--- src/rtl/egc_pkg.sv ---
// Shared types and constants for the edge gap closure unit.
// No dependencies.
`default_nettype none

package egc_pkg;

    localparam int MAX_WIDTH  = 4096;
    localparam int MAX_HEIGHT = 4096;
    localparam int COL_W      = $clog2(MAX_WIDTH);
    localparam int WCNT_W     = COL_W + 1;
    localparam int ROW_W      = $clog2(MAX_HEIGHT);
    localparam int HCNT_W     = ROW_W + 1;
    localparam int CFG_W      = 13;
    localparam int CFG_IDX_W  = 1;
    localparam int PIX_W      = 8;
    localparam int COLSUM_W   = 10;
    localparam int SUM_W      = 11;
    localparam int RECIP_W    = 13;
    localparam int PROD_W     = SUM_W + RECIP_W;
    localparam int RECIP_SH   = 16;
    localparam logic [RECIP_W-1:0] RECIP_9 = 13'd7282;   // ceil(2^16 / 9)
    localparam int FIFO_DEPTH = 8;
    localparam int FIFO_AW    = $clog2(FIFO_DEPTH);
    localparam int CNT_W      = $clog2(FIFO_DEPTH + 1);
    localparam int OCC_W      = CNT_W + 1;

    typedef logic [PIX_W-1:0] t_pix;

    typedef enum logic [CFG_IDX_W-1:0] {
        CFG_FRAME_WIDTH  = 1'b0,
        CFG_FRAME_HEIGHT = 1'b1
    } t_cfg_idx;

    typedef struct packed {
        t_pix top;
        t_pix mid;
        t_pix bot;
    } t_col;

    typedef struct packed {
        t_pix up;
        t_pix mid;
    } t_ls_word;

    typedef struct packed {
        logic             en;
        logic [COL_W-1:0] addr;
        t_ls_word         data;
    } t_ls_wr;

    typedef struct packed {
        t_pix pixel;
        logic frame_end;
    } t_res;

endpackage

`default_nettype wire

--- src/rtl/egc_col_cell.sv ---
// One column cell of the 3x3 window; shifts its column to the next cell.
// Provides nonzero flags and column sum. Depends on egc_pkg.
`default_nettype none

module egc_col_cell import egc_pkg::*; (
    input  logic                i_clk,
    input  logic                i_rst_n,
    input  logic                i_shift,
    input  t_col                i_col,
    output t_col                o_col,
    output logic [2:0]          o_nz,
    output logic [COLSUM_W-1:0] o_sum
);

    t_col r_col;

    always_ff @(posedge i_clk) begin
        if (!i_rst_n) begin
            r_col <= '0;
        end else if (i_shift) begin
            r_col <= i_col;
        end
    end

    assign o_col = r_col;
    assign o_nz  = {r_col.top != '0, r_col.mid != '0, r_col.bot != '0};
    assign o_sum = COLSUM_W'(r_col.top) + COLSUM_W'(r_col.mid) + COLSUM_W'(r_col.bot);

endmodule

`default_nettype wire

--- config.mk ---
export PLATFORM = sky130hd
export DESIGN_NAME = egc_col_cell
export DESIGN_NICKNAME = d
export VERILOG_FILES = /design/src/rtl/egc_pkg.sv /design/src/rtl/egc_col_cell.sv
export SDC_FILE = /design/constraint.sdc
export NUM_CORES = 1
export LEC_CHECK = 0
export ABC_AREA = 1
export BUFFER_PORTS_ARGS = -buffer_cell sky130_fd_sc_hd__buf_4
export CELL_PAD_IN_SITES_DETAIL_PLACEMENT = 1
export CELL_PAD_IN_SITES_GLOBAL_PLACEMENT = 1
export CORE_UTILIZATION = 34
export CTS_BUF_LIST = sky130_fd_sc_hd__clkbuf_2 sky130_fd_sc_hd__clkbuf_4 sky130_fd_sc_hd__clkbuf_8
export DETAILED_ROUTE_END_ITERATION = 7
export GPL_TIMING_DRIVEN = 1
export PLACE_DENSITY = 0.84
export SLEW_MARGIN = 5
export SYNTH_ARGS = -nofsm -noshare
export SYNTH_HDL_FRONTEND = slang
export SYNTH_SLANG_ARGS = --single-unit
--- constraint.sdc ---
create_clock -name i_clk -period 2.9 [get_ports i_clk]
set_clock_uncertainty 0.1 [all_clocks]
set_input_delay 0.29 -clock i_clk [delete_from_list [all_inputs] [get_ports i_clk]]
set_output_delay 0.29 -clock i_clk [all_outputs]
set_load 0.005 [all_outputs]
==> results.txt <==
Worst reg2reg startpoint = o_col[16]
Slew Limit Fails = 0
TritonCTS clock tree = built
Max-cap viol count = 0
Sw frac = 30.2%
Pre-antenna DRT Iters = 4
Clk_lat worst skew = 270 ps
Clock input transition at the sequential cells of the worst setup and hold paths = 90 ps
Share of layout cells above drive strength 1 = 31.7%
Synth-to-Final Area Change = 38.7%
Status = completed
Worst Setup Path Type = reg -> out
Most area-hungry cell type in the Yosys netlist = dfxtp_1
Global-route wire length before repair = 6.96 mm
Initial DRC count = 34
CTS Hold Bufs = 0
Final Hold Fails = 0
HP Class = in -> reg
Initial antenna violation count = 0
Min Tclk post-route = 2780 ps
Synth async-reset ratio = 0%
Routed WL per cell = 15.0 um
Largest net degree at the start of global routing = 31
Vias in the first global route = 1496
Met1 usage = 26.2%
Fin nets = 284
Most common cell in the netlist = nor2_1
Clock power frac = 29.3%
Global route overflow = 0
Gr usage total = 20.9%
Die Y = 66.8 um
Static Leakage = 1.03 nW
I/O Buffers = 63
Detailed Route WL = 4.34 mm
IO Pins = 64
Gate power share = 33.5%
Met3 Track Usage GR = 5.48%
Post-CTS Resized = 0
Final ANT Viol Nets = 0
Hold_sp = i_col[17]
Core Rows = 23
Postcts setup bufs = 0
Die Area = 4460 um2
Final setup vio count = 0
Netlist cell types = 23
Worst IR drop on VDD = 0.261 mV
Worst Setup SP = o_col[9]
NetSw = 312 uW
Detailed Place HPWL = 3.38 mm
Post-synthesis sequential area ratio = 33.7%
Setup crit end kind = primary output
Critical path startpoint category = flip-flop
Internal power = 720 uW
GRT met2 Usage = 35.1%
RSZ-0062 raised after global routing = false
Die X = 66.8 um
Final Power = 1.03 mW
Post-synth EDFFs = 0
Total core area = 4000 um2
Fin crit share = 95.7%
Top cells by area, synth = dfxtp_1 34%, fa_1 13%, nor2_1 10%
Mapped cell area = 1430 um2
Crit path max fanout = 4
Mapped Nets = 223
Power per cell area = 522 nW/um2
WP data required = 2510 ps
FILL cells = 507
Max reg flops = 24
Ys Warns = 0
Synth top area share = 33.7%
Max-slew headroom = 76.3%
Seq cells post-synth = 24
Worst Tran Pin Value = 352 ps
Total number of vias = 1421
Root Buffer = clkbuf_8
Setup TNS = 0 ps
CTS H-tree depth = 1
Critical Path AT = 2390 ps
DRC = 0
Fmax = 360 MHz
DR vias/cell = 4.90
# clock sinks = 24
TritonCTS buffer count = 3
CTS max path bufs = 2
Busiest grt layer = met2
Ant. Diodes = 0
Initial Util = 35.7%
GP Congestion = 0.816
Commonest cells in the netlist = 38 x nor2_1, 24 x dfxtp_1, 23 x nand2_1
Cells after Synth = 180
Synth Flop Type = dfxtp_1
Reg power frac = 37.2%
Avg Cell Area, Syn = 7.92 um2
==> logic make-up after synthesis <==
group / synth area share, %
AND/OR/NAND/NOR: 24.2
XOR/XNOR: 1.84
AO/OA/AOI/OAI: 12.5
flip-flops: 33.7
buffers and inverters: 9.03
adder cells (fa/ha/maj): 18.8
==> power by group through the flow <==
stage | clock, mW | sequential, mW | combinational (mW)
after global placement | 0 | 0.391 | 0.335
after global routing | 0.323 | 0.388 | 0.387
after detailed placement | 0 | 0.392 | 0.349
after floorplan | 0 | 0.385 | 0.183
final | 0.302 | 0.384 | 0.345
after CTS | 0.310 | 0.384 | 0.351
==> metrics by stage <==
step / cell area (um2) / setup WS [ps] / instances / hold WS, ps / util, %
after floorplan: 1430 / 699 / 180 / 325 / -
after global placement: 1910 / 523 / 286 / 415 / 47.7
after detailed placement: 1910 / 427 / 286 / 419 / 47.7
after CTS: 1980 / 112 / 290 / 131 / 49.5
after global routing: 1980 / 9.08 / 290 / 133 / 49.5
final: 1980 / 124 / 290 / 136 / 49.5
==> per-layer routing <==
metal / share of wire, % / up-vias
met5: 0 / -
met4: 1.8 / 0
met3: 5.6 / 10
met2: 49 / 45
met1: 44 / 669
li1: - / 697
==> cell usage in the layout (no fill, tap or decap), drive strengths merged <==
cell	Yosys	layout
xnor2	1	1
xor2	2	2
ha	7	7
nand2	25	25
nand3	5	5
o21ai	25	25
nand3b	1	1
bufinv	0	1
a21oi	9	9
nor4	6	6
inv	19	19
fa	9	9
dfxtp	24	24
clkbuf	0	3
or2	1	1
nor2	38	38
and2	1	1
buf	7	63
==> critical path, stage by stage (launching register included) <==
cell and delay [ps]:
dfxtp_1 440, fa_1 450, ha_1 240, fa_1 420, nand2_1 100, nand2_2 80, nand3b_4 100, nand2_2 40
nand2_1 60, nand2_1 40, buf_4 120
==> layout make-up <==
class / instances / area [um2] / area share [%]
Clock buffer: 3 / 41.3 / 2.09
Clock inverter: 1 / 30.0 / 1.52
Inverter: 19 / 73.8 / 3.73
Multi-Input combinational cell: 130 / 817 / 41.3
Sequential cell: 24 / 480 / 24.3
Tap cell: 50 / 62.6 / 3.16
Timing Repair Buffer: 63 / 473 / 23.9
==> path summary, 6_finish.rpt <==
check	endpoint	slack, ps	depth (start not counted)
setup / recovery	o_sum[7]	120	10
hold / removal	o_col[17]	140	3
setup reg to reg	o_col[16]	2040	2
hold reg to reg	o_col[15]	450	2
(Power assumes the default switching activity.)
