**config.mk**
```make
export PLATFORM = sky130hd
export DESIGN_NAME = egc_out_fifo_flat
export DESIGN_NICKNAME = d
export VERILOG_FILES = /design/src/rtl/egc_pkg.sv /design/src/rtl/egc_out_if.sv /design/src/rtl/egc_out_fifo.sv /design/src/flat_wrapper.sv
export SDC_FILE = /design/constraint.sdc
export NUM_CORES = 1
export LEC_CHECK = 0
export BUFFER_PORTS_ARGS = -buffer_cell sky130_fd_sc_hd__buf_2
export CORE_MARGIN = 2
export CORE_UTILIZATION = 56
export CTS_BUF_LIST = sky130_fd_sc_hd__clkbuf_2
export DETAILED_ROUTE_END_ITERATION = 10
export PLACE_DENSITY = 0.79
export SYNTH_ARGS = -nofsm -noshare
export SYNTH_HDL_FRONTEND = slang
export SYNTH_SLANG_ARGS = --single-unit
export TNS_END_PERCENT = 5
```
**constraint.sdc**
```tcl
create_clock -name i_clk -period 2.11 [get_ports i_clk]
set_input_delay 0.1055 -clock i_clk [delete_from_list [all_inputs] [get_ports i_clk]]
set_output_delay 0.1055 -clock i_clk [all_outputs]
set_load 0.005 [all_outputs]
```
**src/rtl/egc_pkg.sv**
```systemverilog
// Shared types and constants for the edge gap closure unit.
// No dependencies.
`default_nettype none

package egc_pkg;

    localparam int MAX_WIDTH  = 4096;
    localparam int MAX_HEIGHT = 4096;
    localparam int COL_W      = $clog2(MAX_WIDTH);
    localparam int WCNT_W     = COL_W + 1;
    localparam int ROW_W      = $clog2(MAX_HEIGHT);
    localparam int HCNT_W     = ROW_W + 1;
    localparam int CFG_W      = 13;
    localparam int CFG_IDX_W  = 1;
    localparam int PIX_W      = 8;
    localparam int COLSUM_W   = 10;
    localparam int SUM_W      = 11;
    localparam int RECIP_W    = 13;
    localparam int PROD_W     = SUM_W + RECIP_W;
    localparam int RECIP_SH   = 16;
    localparam logic [RECIP_W-1:0] RECIP_9 = 13'd7282;   // ceil(2^16 / 9)
    localparam int FIFO_DEPTH = 8;
    localparam int FIFO_AW    = $clog2(FIFO_DEPTH);
    localparam int CNT_W      = $clog2(FIFO_DEPTH + 1);
    localparam int OCC_W      = CNT_W + 1;

    typedef logic [PIX_W-1:0] t_pix;

    typedef enum logic [CFG_IDX_W-1:0] {
        CFG_FRAME_WIDTH  = 1'b0,
        CFG_FRAME_HEIGHT = 1'b1
    } t_cfg_idx;

    typedef struct packed {
        t_pix top;
        t_pix mid;
        t_pix bot;
    } t_col;

    typedef struct packed {
        t_pix up;
        t_pix mid;
    } t_ls_word;

    typedef struct packed {
        logic             en;
        logic [COL_W-1:0] addr;
        t_ls_word         data;
    } t_ls_wr;

    typedef struct packed {
        t_pix pixel;
        logic frame_end;
    } t_res;

endpackage

`default_nettype wire

```
**src/rtl/egc_out_if.sv**
```systemverilog
// Output pixel channel: valid/ready with closed pixel and frame end.
// Depends on egc_pkg.
`default_nettype none

interface egc_out_if import egc_pkg::*; ();
    logic valid;
    logic ready;
    t_pix pixel_out;
    logic frame_end;

    modport source (output valid, output pixel_out, output frame_end, input ready);
    modport sink   (input valid, input pixel_out, input frame_end, output ready);
endinterface

`default_nettype wire

```
**src/rtl/egc_out_fifo.sv**
```systemverilog
// Output queue decoupling the pixel pipeline from the result channel.
// Depends on egc_pkg and egc_out_if.
`default_nettype none

module egc_out_fifo import egc_pkg::*; (
    input  logic             i_clk,
    input  logic             i_rst_n,
    input  logic             i_push,
    input  t_res             i_data,
    output logic [CNT_W-1:0] o_count,
    egc_out_if.source        o_q
);

    t_res               r_mem [FIFO_DEPTH];
    logic [FIFO_AW-1:0] r_wr_ptr;
    logic [FIFO_AW-1:0] r_rd_ptr;
    logic [CNT_W-1:0]   r_count;
    logic               pop;

    assign pop = o_q.valid && o_q.ready;

    always_ff @(posedge i_clk) begin
        if (i_push) begin
            r_mem[r_wr_ptr] <= i_data;
        end
    end

    always_ff @(posedge i_clk) begin
        if (!i_rst_n) begin
            r_wr_ptr <= '0;
            r_rd_ptr <= '0;
            r_count  <= '0;
        end else begin
            if (i_push) begin
                r_wr_ptr <= r_wr_ptr + FIFO_AW'(1);
            end
            if (pop) begin
                r_rd_ptr <= r_rd_ptr + FIFO_AW'(1);
            end
            case ({i_push, pop})
                2'b10:   r_count <= r_count + CNT_W'(1);
                2'b01:   r_count <= r_count - CNT_W'(1);
                default: r_count <= r_count;
            endcase
        end
    end

    assign o_count       = r_count;
    assign o_q.valid     = r_count != '0;
    assign o_q.pixel_out = r_mem[r_rd_ptr].pixel;
    assign o_q.frame_end = r_mem[r_rd_ptr].frame_end;

endmodule

`default_nettype wire

```
**src/flat_wrapper.sv**
```systemverilog
// flat-port wrapper written by rule: the top's interface ports become plain ports
module egc_out_fifo_flat import egc_pkg::*;
  (i_clk, i_rst_n, i_push, i_data, o_count, o_q_valid, o_q_pixel_out, o_q_frame_end, o_q_ready);
  egc_out_if o_q_i ();
  input  logic i_clk;
  input  logic i_rst_n;
  input  logic i_push;
  input  t_res i_data;
  output logic [CNT_W-1:0] o_count;
  output wire logic [$bits(o_q_i.valid)-1:0] o_q_valid;
  output wire logic [$bits(o_q_i.pixel_out)-1:0] o_q_pixel_out;
  output wire logic [$bits(o_q_i.frame_end)-1:0] o_q_frame_end;
  input wire logic [$bits(o_q_i.ready)-1:0] o_q_ready;
  assign o_q_valid = o_q_i.valid;
  assign o_q_pixel_out = o_q_i.pixel_out;
  assign o_q_frame_end = o_q_i.frame_end;
  assign o_q_i.ready = o_q_ready;
  egc_out_fifo u_core (.i_clk(i_clk), .i_rst_n(i_rst_n), .i_push(i_push), .i_data(i_data), .o_count(o_count), .o_q(o_q_i));
endmodule
```
==> results.yml <==
run_status:
  status: "finished with violations"
  violations: "setup timing"
layout:
  drive_gt1_share_pct: 37.5
  final_common_cell: "edfxtp_1"
  fin_cells: 323
  n_antenna_cell: 0
  n_fill_cell: 384
  syn_to_final_growth_pct: 18.7
  nets: 261
  final_cell_mix: "edfxtp_1, buf_2, dlygate4sd3_1"
setup_path:
  crit_family: "simple AND/OR/NAND/NOR gates"
  reg2reg_to: "u_core.o_count[2]"
  crit_buf_inv: 1
  crit_chain: "or4_4 > nand2_4 > inv_4 > ha_4 > xor2_1 > ha_2 > a21oi_2 > xor2_1 > or3_1 > a21boi_1"
  worstPathRequired_ns: 2.59
  rrSetupSlack_ns: -0.15
  cp_max_fo: 2
  reg2reg_from: "u_core.o_count[0]"
  worstSetupEndpointType: "flip-flop"
  crit_top_cell: "xor2_1"
  ff2ff_path_depth: 10
  crit_path_max_incr_delay_ns: 0.55
  critPathLaunchType: "flip-flop"
  arrival_ns: 2.74
  slowest_stage: "or4_4"
  critPathKind: "flip-flop to flip-flop"
power:
  leakage_nw: 1.46
  power.total_w: 0.00395
  powerDensity_nw_per_um2: 970
  ir_drop_uv: 762
sta:
  finalHoldViolCount: 0
  relSlewSlack_pct: 59.6
  finClkSkew_ns: 0.0264
  finalCriticalPeriod_ns: 2.26
  fmax_mhz: 443
  worst_pin_slew_ns: 0.606
  setup_violations: 8
  finalMaxSlewViolations: 0
  min_period_over_period_pct: 107
  finalSetupTns_ns: -0.339
  setup_ws_ns: -0.148
  rsz0062_at_grt: "true"
drt:
  drtIter0Drc: 151
  drt-wirelength-per-cell_um: 19.8
  num_vias: 1807
  first_pass_iters: 4
  ant_nets: 0
  via_per_inst: 5.59
  wl_um: 6400
  drc: 0
grt:
  grt_util_met2_pct: 35.0
  grt_pass1_vias: 1795
  grt_pass1_wl_um: 9400
  grt_max_degree: 19
  grt_use_met1_pct: 25.2
  antenna_found_initial: 0
  globalRoute.busiestLayer: "met2"
  grt_use_met3_pct: 5.22
  globalRouteTotalUtil_pct: 20.7
  gr-total-overflow: 0
floorplanning:
  die_area_um2: 6770
  die_y_um: 82.3
  die_x_um: 82.3
  pin_count: 27
  start_util_pct: 58.0
  core-area_um2: 5920
  rows: 28
yosys:
  synthFlopType: "edfxtp_1"
  synth_area_per_cell_um2: 19.5
  synth_edf_count: 72
  synth-seq-area-share_pct: 70.6
  synth_area_um2: 3430
  yosys_warnings: 0
  async_flop_share_pct: 0
  synth_nets: 194
  synth-seq-cells: 85
  ys_types: 28
  synthCells: 176
clock_network:
  cts_tree: "built"
  insertion_delay_ns: 0.52
  h-tree-depth: 3
  cts.sinks: 85
  cts.root.buffer_cell: "clkbuf_2"
  clk_pin_slew_ns: 0.23
  clock_path_buffers: 2
  cts_buffers: 9
  cts_setup_buffers: 0
place:
  dpl.cell_count: 288
  port-buffer-count: 26
  routabilityCongestion: 0.783
  dp_hpwl_um: 3930
hold_path:
  hold_path_depth: 3
  hold_path.class: "input port to flip-flop"
  min-delay-start: "i_rst_n"
job:
  cap_violations: 0
state kept, by name (all words and copies together), names as in the netlist, named ones only:
register / flops
u_core.r_mem: 72
u_core.o_count: 4
u_core.r_rd_ptr: 3
u_core.r_wr_ptr: 3
metrics by stage:
step | setup WS [ns] | hold WS, ns | instance area (um2) | utilization [%]
4_1_cts | -0.154 | 0.103 | 4050 | 68.4
3_5_place_dp | -0.121 | 0.372 | 3770 | 63.6
2_1_floorplan | -0.0685 | 0.204 | 3460 | -
3_3_place_gp | 0.0129 | 0.358 | 3770 | 63.6
5_1_grt | -0.228 | 0.108 | 4080 | 68.9
6_report | -0.148 | 0.128 | 4080 | 68.9
power by group:
part           switching, W  total (W)  internal [W]
Combinational      0.000525    0.00125      0.000729
Sequential        0.0000515    0.00197       0.00192
Clock              0.000558   0.000726      0.000168
Total               0.00113    0.00395       0.00282
logic make-up after synthesis:
logic type / synth area share (%)
compound gates: 1.31
xor+xnor: 1.79
flops: 70.6
mux: 17.6
simple gates: 5.32
fa+ha+maj: 1.82
buf+inv: 1.60
synthesized netlist by cell type, types with 2 or more instances:
cell type	n	share of area [%]
mux2i_1	3	0.87
nor2_1	6	0.66
xnor2_1	4	1.0
nand2_1	6	0.66
and2_1	6	1.1
a21boi_0	2	0.44
xor2_1	3	0.77
mux4_1	18	14
nor3_1	2	0.29
mux2_2	9	3.0
or3_1	2	0.36
nand2b_1	4	0.73
dfxtp_1	13	7.6
a21oi_1	2	0.29
ha_1	5	1.8
clkbuf_1	2	0.22
inv_1	2	0.22
edfxtp_1	72	63
nand3_1	2	0.29
nor2b_1	5	0.91
worst register-to-register path: stages, from the launching register on:
cell	delay [ns]
dfxtp_4	0.39
or4_4	0.55
nand2_4	0.10
inv_4	0.04
ha_4	0.15
xor2_1	0.15
ha_2	0.20
a21oi_2	0.04
xor2_1	0.15
or3_1	0.33
a21boi_1	0.12
repair_timing:
item                       in CTS  in global routing
setup endpoints to repair      11                 13
pin swaps                       2                  0
hold endpoints to repair       85                  0
hold buffers                   19                  0
resized for setup              20                 13
layer usage:
layer,wire length [um],part of all wire (%)
met1,2660,41
met2,3440,54
met3,219,3.4
met4,87,1.4
met5,0,0
how the worst max path moves through the flow:
stage | from | endpoint | slack (ns) | cells past startpoint
global placement | u_core.o_count[0] | u_core.o_count[2] | 0.01 | 10
finish | u_core.o_count[0] | u_core.o_count[2] | -0.15 | 10
CTS | u_core.o_count[0] | u_core.o_count[2] | -0.15 | 10
floorplan | u_core.o_count[0] | u_core.o_count[2] | -0.07 | 10
global route | u_core.o_count[0] | u_core.o_count[2] | -0.23 | 10
detailed placement | u_core.o_count[0] | u_core.o_count[2] | -0.12 | 10
layout make-up:
| type | count | area, um2 | area share, % |
|---|---|---|---|
| multi-input cells | 83 | 948 | 23.3 |
| inverters | 2 | 10.0 | 0.246 |
| flip-flops and latches | 85 | 2430 | 59.5 |
| clock buffers | 9 | 45.0 | 1.10 |
| repair buffers | 62 | 494 | 12.1 |
| well taps | 75 | 93.8 | 2.30 |
| clock inverters | 7 | 57.6 | 1.41 |
(Power assumes the default switching activity.)
